[config.mk]
export PLATFORM = sky130hd
export DESIGN_NAME = rau_red
export DESIGN_NICKNAME = d
export VERILOG_FILES = /design/src/hdl/rau_pkg.sv /design/src/hdl/rau_red.sv
export SDC_FILE = /design/constraint.sdc
export NUM_CORES = 1
export LEC_CHECK = 0
export BUFFER_PORTS_ARGS = -buffer_cell sky130_fd_sc_hd__buf_4
export CAP_MARGIN = 0
export CORE_UTILIZATION = 44
export CTS_BUF_LIST = sky130_fd_sc_hd__clkbuf_16
export DETAILED_ROUTE_END_ITERATION = 7
export HOLD_SLACK_MARGIN = 0.12
export MAX_ROUTING_LAYER = met4
export REMOVE_ABC_BUFFERS = 1
export SYNTH_ARGS = -nofsm -noshare
export SYNTH_HDL_FRONTEND = slang
export SYNTH_SLANG_ARGS = --single-unit
[constraint.sdc]
create_clock -name clk -period 35 [get_ports clk]
set_clock_uncertainty 0.2 [all_clocks]
set_input_delay 7 -clock clk [delete_from_list [all_inputs] [get_ports clk]]
set_output_delay 7 -clock clk [all_outputs]
set_load 0.02 [all_outputs]
[src/hdl/rau_pkg.sv]
// Shared types and codes for the rational arithmetic unit.
package rau_pkg;

  localparam int OPERAND_WIDTH_DEF = 32;
  localparam int RES_W             = 64;

  localparam logic [2:0] KIND_ADD = 3'd0;
  localparam logic [2:0] KIND_SUB = 3'd1;
  localparam logic [2:0] KIND_MUL = 3'd2;
  localparam logic [2:0] KIND_DIV = 3'd3;
  localparam logic [2:0] KIND_CMP = 3'd4;

  localparam logic [1:0] ORD_LESS    = 2'd0;
  localparam logic [1:0] ORD_EQUAL   = 2'd1;
  localparam logic [1:0] ORD_GREATER = 2'd2;

  localparam logic [1:0] STAT_OK       = 2'd0;
  localparam logic [1:0] STAT_ZERO_DEN = 2'd1;
  localparam logic [1:0] STAT_DIV_ZERO = 2'd2;

  typedef struct packed {
    logic [2:0]         kind;
    logic signed [31:0] a_num;
    logic signed [31:0] a_den;
    logic signed [31:0] b_num;
    logic signed [31:0] b_den;
  } in_t;

  typedef struct packed {
    logic signed [63:0] res_num;
    logic [62:0]        res_den;
    logic [1:0]         order;
    logic [1:0]         status;
  } out_t;

  // Status of the reduction unit as seen by the sequencer.
  typedef struct packed {
    logic busy;
    logic done;
  } red_st_t;

endpackage

[src/hdl/rau_red.sv]
// Fraction reduction: binary gcd, then two restoring divisions by the gcd.
module rau_red (
  input  logic                    clk,
  input  logic                    rst_n,
  input  logic                    start,
  input  logic [rau_pkg::RES_W-1:0] mag,
  input  logic [rau_pkg::RES_W-1:0] den,
  output rau_pkg::red_st_t        st,
  output logic [rau_pkg::RES_W-1:0] q_mag,
  output logic [rau_pkg::RES_W-1:0] q_den
);

  localparam int W    = rau_pkg::RES_W;
  localparam int CW   = $clog2(W);
  localparam int KW   = $clog2(W);

  typedef enum logic [2:0] {
    R_IDLE = 3'b001,
    R_GCD  = 3'b010,
    R_DIV  = 3'b100
  } rstate_t;

  rstate_t         state_r, state_nxt;
  logic [W-1:0]    x_r, y_r, mag_r, den_r, g_r, dvd_r, rem_r, q_mag_r, q_den_r;
  logic [KW-1:0]   k_r;
  logic [CW-1:0]   cnt_r;
  logic            sel_r, done_r;

  logic [W:0]      trial;
  logic            ge;
  logic [W-1:0]    rem_nxt, dvd_nxt;

  always_comb begin
    trial   = {rem_r, dvd_r[W-1]};
    ge      = trial >= {1'b0, g_r};
    rem_nxt = ge ? W'(trial - {1'b0, g_r}) : trial[W-1:0];
    dvd_nxt = {dvd_r[W-2:0], ge};
  end

  always_comb begin
    state_nxt = state_r;
    case (state_r)
      R_IDLE:  if (start) state_nxt = R_GCD;
      R_GCD:   if (x_r == y_r) state_nxt = R_DIV;
      R_DIV:   if (sel_r && (cnt_r == CW'(W - 1))) state_nxt = R_IDLE;
      default: state_nxt = R_IDLE;
    endcase
  end

  always_ff @(posedge clk) begin
    if (!rst_n) begin
      state_r <= R_IDLE;
      done_r  <= 1'b0;
    end else begin
      state_r <= state_nxt;
      done_r  <= (state_r == R_DIV) && sel_r && (cnt_r == CW'(W - 1));
    end
  end

  always_ff @(posedge clk) begin
    case (state_r)
      R_IDLE: begin
        if (start) begin
          x_r   <= mag;
          y_r   <= den;
          mag_r <= mag;
          den_r <= den;
          k_r   <= '0;
        end
      end
      R_GCD: begin
        if (x_r == y_r) begin
          g_r   <= x_r << k_r;
          dvd_r <= mag_r;
          rem_r <= '0;
          cnt_r <= '0;
          sel_r <= 1'b0;
        end else if (!x_r[0] && !y_r[0]) begin
          x_r <= x_r >> 1;
          y_r <= y_r >> 1;
          k_r <= k_r + 1'b1;
        end else if (!x_r[0]) begin
          x_r <= x_r >> 1;
        end else if (!y_r[0]) begin
          y_r <= y_r >> 1;
        end else if (x_r > y_r) begin
          x_r <= (x_r - y_r) >> 1;
        end else begin
          y_r <= (y_r - x_r) >> 1;
        end
      end
      R_DIV: begin
        cnt_r <= cnt_r + 1'b1;
        if (cnt_r == CW'(W - 1)) begin
          // first pass done: latch quotient, restart on the denominator
          if (!sel_r) begin
            q_mag_r <= dvd_nxt;
            dvd_r   <= den_r;
            rem_r   <= '0;
            sel_r   <= 1'b1;
          end else begin
            q_den_r <= dvd_nxt;
          end
        end else begin
          dvd_r <= dvd_nxt;
          rem_r <= rem_nxt;
        end
      end
      default: ;
    endcase
  end

  assign st.busy = (state_r != R_IDLE);
  assign st.done = done_r;
  assign q_mag   = q_mag_r;
  assign q_den   = q_den_r;

endmodule

==> metrics, run 1 <==
outcome=completed; startpoint class of the critical path=input port; Worst R2R End=x_r[31]; Min Hold Slack=279.7 ps; R2R setup slack=roughly 29,000 ps; number of vias in the routed layout=approximately 30,000; Clock Latency Late Sink=630 ps; Cell Rows=between 100 and 150; hpwl dp=roughly 87,000 µm; net switching power=roughly 1.1 mW; RD Place Congestion=roughly 1; Cells on Worst Hold Path=0; commonest non-fill, non-tap cells in the layout=edfxtp_1 (589), nor2_1 (430), nand2_1 (404); final cell utilization of the core=0.5066; Synth top area share=0.4627; CP Class=input port to register; Syn. warnings=0; Multi-input gate area=around 19,000 µm²; Async S/R FF share, synth=0; top cells by area, synth=edfxtp_1 (46%), ha_1 (6.4%), a21oi_1 (4.6%); Hold Violations, Final=0; largest fanout on the critical path=between 60 and 70; Total Routed Length=approximately 120,000 µm; P_int=1.677 mW; Post-synth EDFFs=a little under 600; worst hold path type=register to register; Clock Sinks=between 500 and 600; Reg area=roughly 18,000 µm²; layout cells sized above 1=0.1261; global-route wire length before repair=179,600 µm; sequential fraction of the synthesis area=0.4648; Main synth FF type=edfxtp_1; Die W=between 200 and 300 µm; port bufs=260; largest net degree at the start of global routing=approximately 130; Initial DRC Count=2,280; Die Area=slightly below 90,000 µm²; Syn Inst Count=3,904; placed cell count=a little over 5,000; relative slew slack=0.1286; Max H-tree Level=3; CTS tree=done; RSZ-0062 raised after global routing=false; WP data required=around 35,000 ps; DRC violations left=0; initial antenna violation count=2; clock share of power=0.268; post-route insts no fill=between 5,000 and 6,000; setup violators final=0; worst hold endpoint=q_den[34]; Core Region=between 80,000 and 90,000 µm²; Initial Utilization=0.4468; crit path DAT=9060 ps; wire per inst=~22 µm; Syn Area/Cell=between 9 and 10 µm²; Area Overhead vs Synth=13.38%; Tot GR Track Use=0.2701; Max VDD drop=about 0.000036 V; vias in the first global route=about 30,000; Routed Antenna Nets=0; clock buffer count from CTS=69; Max Clock Freq=roughly 0.11 GHz; vias per cell=a little under 6; sw frac=0.3923; Flop pwr share=0.334; mapped cell area=around 38,000 µm²; commonest non-fill, non-tap cell in the layout=edfxtp_1; Final Max Tran Viols=0; Die Y=between 200 and 300 µm; Cell variety after synth=84; Hold Path Origin=dvd_r[33]; CTS-repair resized insts=0; crit share post-route=0.2582; final worst path period need=around 9000 ps; grt total ovfl=0; # IOs=around 260; FF-to-FF path depth=15; Fill cells=about 8,000; Logic pwr share=0.398; MaxCap Viol Count=0; Crit. End Element=register; Worst-Margin Slew=1291 ps; setup ws final=25,960 ps; Setup TNS=0 ps; clk buf depth=3; setup bufs post-CTS=0; pre-CTS worst setup slack=between 20,000 and 30,000 ps; clock root cell=clkbuf_16; Synth Register Bits=slightly below 600; Yosys top cell by area=edfxtp_1; nets=between 4,000 and 5,000; # diodes=0; Reg clk slew, reported paths=~60 ps; Leakage=17.44 nW; cts hold-fix bufs=0; PwrDens=around 64 nW/µm²; TritonRoute pass-1 iters=5; reg2reg start=x_r[0]
## state kept, by name, summed over array words and instances (netlist names), 6 cells and up
signal,count
den_r,64
dvd_r,64
g_r,64
mag_r,64
q_den,64
q_mag,64
rem_r,64
x_r,64
y_r,64
cnt_r,6
k_r,6
## layout make-up
type	instances	area share
Timing Repair Buffer	292	0.05087
Clock inverter	52	0.01152
Inverter	251	0.02177
Tap cell	1144	0.03303
Multi-Input combinational cell	2824	0.4307
Sequential cell	593	0.4100
Clock buffer	73	0.04215
## power groups by stage
stage	clock network (mW)	registers (mW)	logic [mW]
finish	0.738	0.923	1.10
global placement	0	0.935	1.08
CTS	0.754	0.922	1.08
global route	0.779	0.928	1.18
floorplan	0	0.939	0.725
detailed placement	0	0.936	1.08
## metal layers
layer / vias up / track usage / share of wire
met5: - / - / 0
met4: 0 / 0.08179 / 0.030
met3: 183 / 0.02575 / 0.042
met2: 842 / 0.4465 / 0.49
met1: 14960 / 0.3509 / 0.44
li1: 14490 / - / -
## worst max-delay path by stage
stage | start | endpoint | cells past startpoint
global placement | start | den_r[5] | 4
CTS | start | mag_r[6] | 4
floorplan | state_r[2] | dvd_r[0] | 5
detailed placement | start | den_r[5] | 4
global route | start | den_r[7] | 4
finish | start | y_r[7] | 6
## through the flow
stage | power [mW] | cell area (µm²)
after floorplan | 1.664 | 37260
after detailed placement | 2.013 | 41010
final | 2.759 | 43340
after global placement | 2.014 | 41010
after global routing | 2.892 | 43340
after CTS | 2.760 | 43340
## synthesized netlist by cell type, types with 6 or more instances
| cell | instances |
|---|---|
| buf_2 | 39 |
| edfxtp_1 | 589 |
| o211ai_1 | 10 |
| nor4_1 | 11 |
| a211oi_1 | 32 |
| a2111oi_0 | 7 |
| buf_4 | 7 |
| nand2b_1 | 26 |
| or3_1 | 8 |
| a21o_1 | 81 |
| nor2_1 | 434 |
| buf_1 | 21 |
| nor3_1 | 67 |
| nor2b_1 | 21 |
| or2_2 | 15 |
| nand3_1 | 46 |
| xor2_1 | 56 |
| o21ai_0 | 277 |
| o31ai_1 | 20 |
| a21oi_1 | 355 |
| a21boi_0 | 15 |
| o22ai_1 | 41 |
| mux4_2 | 50 |
| a221oi_1 | 62 |
| nand4_1 | 56 |
| mux2i_1 | 158 |
| inv_1 | 248 |
| ha_1 | 195 |
| clkbuf_1 | 169 |
| a31oi_1 | 32 |
| and2_1 | 19 |
| o211a_1 | 6 |
| o21bai_1 | 52 |
| xnor2_1 | 122 |
| and3_1 | 23 |
| o21a_1 | 21 |
| nand2_1 | 405 |
## cell families (layout without fill, tap and decap cells)
group                    count (synthesis)  count (layout)  share of synthesized area
AND/OR/NAND/NOR                       1150            1150                     0.1307
AO/OA/AOI/OAI                         1085            1085                     0.1762
flip-flops                             593             593                     0.4648
buffers and inverters                  487             668                    0.04979
multiplexers                           213             213                    0.07231
adder cells (fa/ha/maj)                198             198                    0.06540
XOR/XNOR                               178             178                    0.04079
## critical path: stages
cell	delay, ps
buf_4	110
or2_2	130
and3_1	260
a21boi_0	380
a21boi_4	230
buf_4	790
No activity file was read; power rests on OpenSTA's default activity.
==> run 2: changes to the inputs <==
Clock period 35 ns to 9.1 ns, I/O delays scaled along.
==> run 2 against run 1 <==
  * Sequential cell count unchanged
  * Via count rose by 0.54%
  * Wire length grew 3.2%
  * Core utilization rose by 0.094 points
  * Register-to-register slack got worse by 25000 ps
  * Count of clock-buffer cells in the layout is 2 lower
  * Clock power rose to 3.9 times the previous value
  * Non-clock buffer count rose by 3
  * Largest power group unchanged
==> metrics, run 2 (synthesis results as in run 1) <==
outcome=completed; crit share post-route=0.6294; CTS-repair resized insts=0 (unchanged); Die Area=88,050 µm² (unchanged); Fill cells=7,904 (-0.74%); worst setup path startpoint=x_r[0]; Max Clock Freq=0.1746 GHz; final worst path period need=around 5700 ps; Die W=296.7 µm (unchanged); Worst R2R End=x_r[31]; Worst-Margin Slew=1235 ps (-55.73 ps); setup bufs post-CTS=0 (unchanged); reg2reg start=x_r[0]; layout cells sized above 1=0.1255 (-0.0005818); Core Region=85,550 µm² (unchanged); RSZ-0062 raised after global routing=false; hpwl dp=90,470 µm (+4.4%); Routed Antenna Nets=0 (unchanged); wire per inst=23.20 µm (+3.1%); crit path DAT=5780 ps (-3280 ps); worst hold path type=register to register; Cell Rows=107 (unchanged); Total Routed Length=121,400 µm (+3.2%); Clock Sinks=593 (unchanged); Max H-tree Level=3 (unchanged); CTS tree=done; clk buf depth=3 (unchanged); Initial Utilization=0.4468 (unchanged); initial antenna violation count=3 (+1); largest fanout on the critical path=38 (-40%); Initial DRC Count=2,771 (+22%); pre-CTS worst setup slack=3420 ps (-21,990 ps); clock root cell=clkbuf_16; clock buffer count from CTS=70 (+1.4%); Max VDD drop=0.0001653 V (+350%); final cell utilization of the core=0.5075 (+0.0009360); number of vias in the routed layout=30,640 (+0.54%); Crit. End Element=register; WP data required=9150 ps (-25,870 ps); grt total ovfl=0 (unchanged); largest net degree at the start of global routing=129 (+0.78%); Area Overhead vs Synth=13.59%; setup violators final=0 (unchanged); Setup TNS=0 ps (unchanged); Reg clk slew, reported paths=60 ps (about the same); commonest non-fill, non-tap cells in the layout=edfxtp_1 (589), nor2_1 (430), nand2_1 (404); Leakage=17.51 nW (+0.39%); Worst setup endpoint=x_r[31]; vias in the first global route=30,030 (+0.41%); startpoint class of the critical path=register; FF-to-FF path depth=15 (unchanged); Die Y=296.7 µm (unchanged); Final Max Tran Viols=0 (unchanged); vias per cell=5.855 (+0.46%); TritonRoute pass-1 iters=6 (+1); Multi-input gate area=18,660 µm² (about the same); PwrDens=248.3 nW/µm² (+290%); Min Hold Slack=274.4 ps (-5.318 ps); Reg area=17,770 µm² (unchanged); commonest non-fill, non-tap cell in the layout=edfxtp_1; Hold Path Origin=dvd_r[32]; Tot GR Track Use=0.2786 (+0.008512); Hold Violations, Final=0 (unchanged); MaxCap Viol Count=0 (unchanged); # IOs=261 (unchanged); nets=4,364 (+0.092%); DRC violations left=0 (unchanged); cts hold-fix bufs=0 (unchanged); setup ws final=3373 ps (-22,590 ps); RD Place Congestion=0.9805 (+0.33%); relative slew slack=0.1758 (+0.04719); R2R setup slack=3370 ps (-25,210 ps); port bufs=260 (unchanged); Final Total Pwr=10.78 mW (+290%); Clock Latency Late Sink=640 ps (about the same); global-route wire length before repair=184,700 µm (+2.9%); CP Class=register to register
## run 2: changes by cell type in the layout (fill, tap and decap cells not counted), moves of 3 or more
cell and change:
bufinv_16 +3, inv_1 +4, inv_6 -4, clkinvlp_4 -7
clkinv_4 +4
## run 2: layout make-up
class / instances / area share
Clock buffer: 71 / 0.04092
Antenna cell: 1 / 0.00005764
Clock inverter: 54 / 0.01375
Timing Repair Buffer: 295 / 0.05158
Inverter: 251 / 0.02173
Sequential cell: 593 / 0.4092
Multi-Input combinational cell: 2824 / 0.4298
Tap cell: 1144 / 0.03297
## run 2: metal layers
metal / track usage / share of wire
met1: 0.3627 / 0.43
met2: 0.4579 / 0.49
met3: 0.02692 / 0.050
met4: 0.08759 / 0.031
met5: - / 0
## run 2: power breakdown
part	switching [mW]	internal (mW)	leakage (nW)
clock network	1.19	1.72	1.19
registers	0.195	3.32	5.33
logic	2.89	1.47	11.0
total	4.27	6.51	17.5
## run 2: worst max-delay path: stages (launching register included)
cell and delay [ps]:
edfxtp_1 460, inv_1 150, ha_1 250, fa_1 380, nand2b_1 190, a21oi_1 300
o31ai_1 130, a21oi_1 290, a21oi_2 210, o21ai_1 460, a21oi_2 200, o22ai_2 160
buf_4 290, o21bai_1 150, a21boi_4 840, buf_4 610
## run 2: how the worst min path moves through the flow
stage                end  slack (ps)  depth (start not counted)
5_1_grt        q_den[54]         290                          0
3_3_place_gp    q_den[1]         260                          0
3_5_place_dp    q_mag[1]         270                          0
6_report       q_den[33]         270                          0
2_1_floorplan  q_den[10]         240                          0
4_1_cts        q_den[33]         270                          0
## run 2: metrics by stage
step                area (µm²)  instances
floorplan                37260       3668
global placement         41040       5107
detailed placement       41040       5107
finish                   43420       5233
CTS                      43420       5232
global route             43420       5233
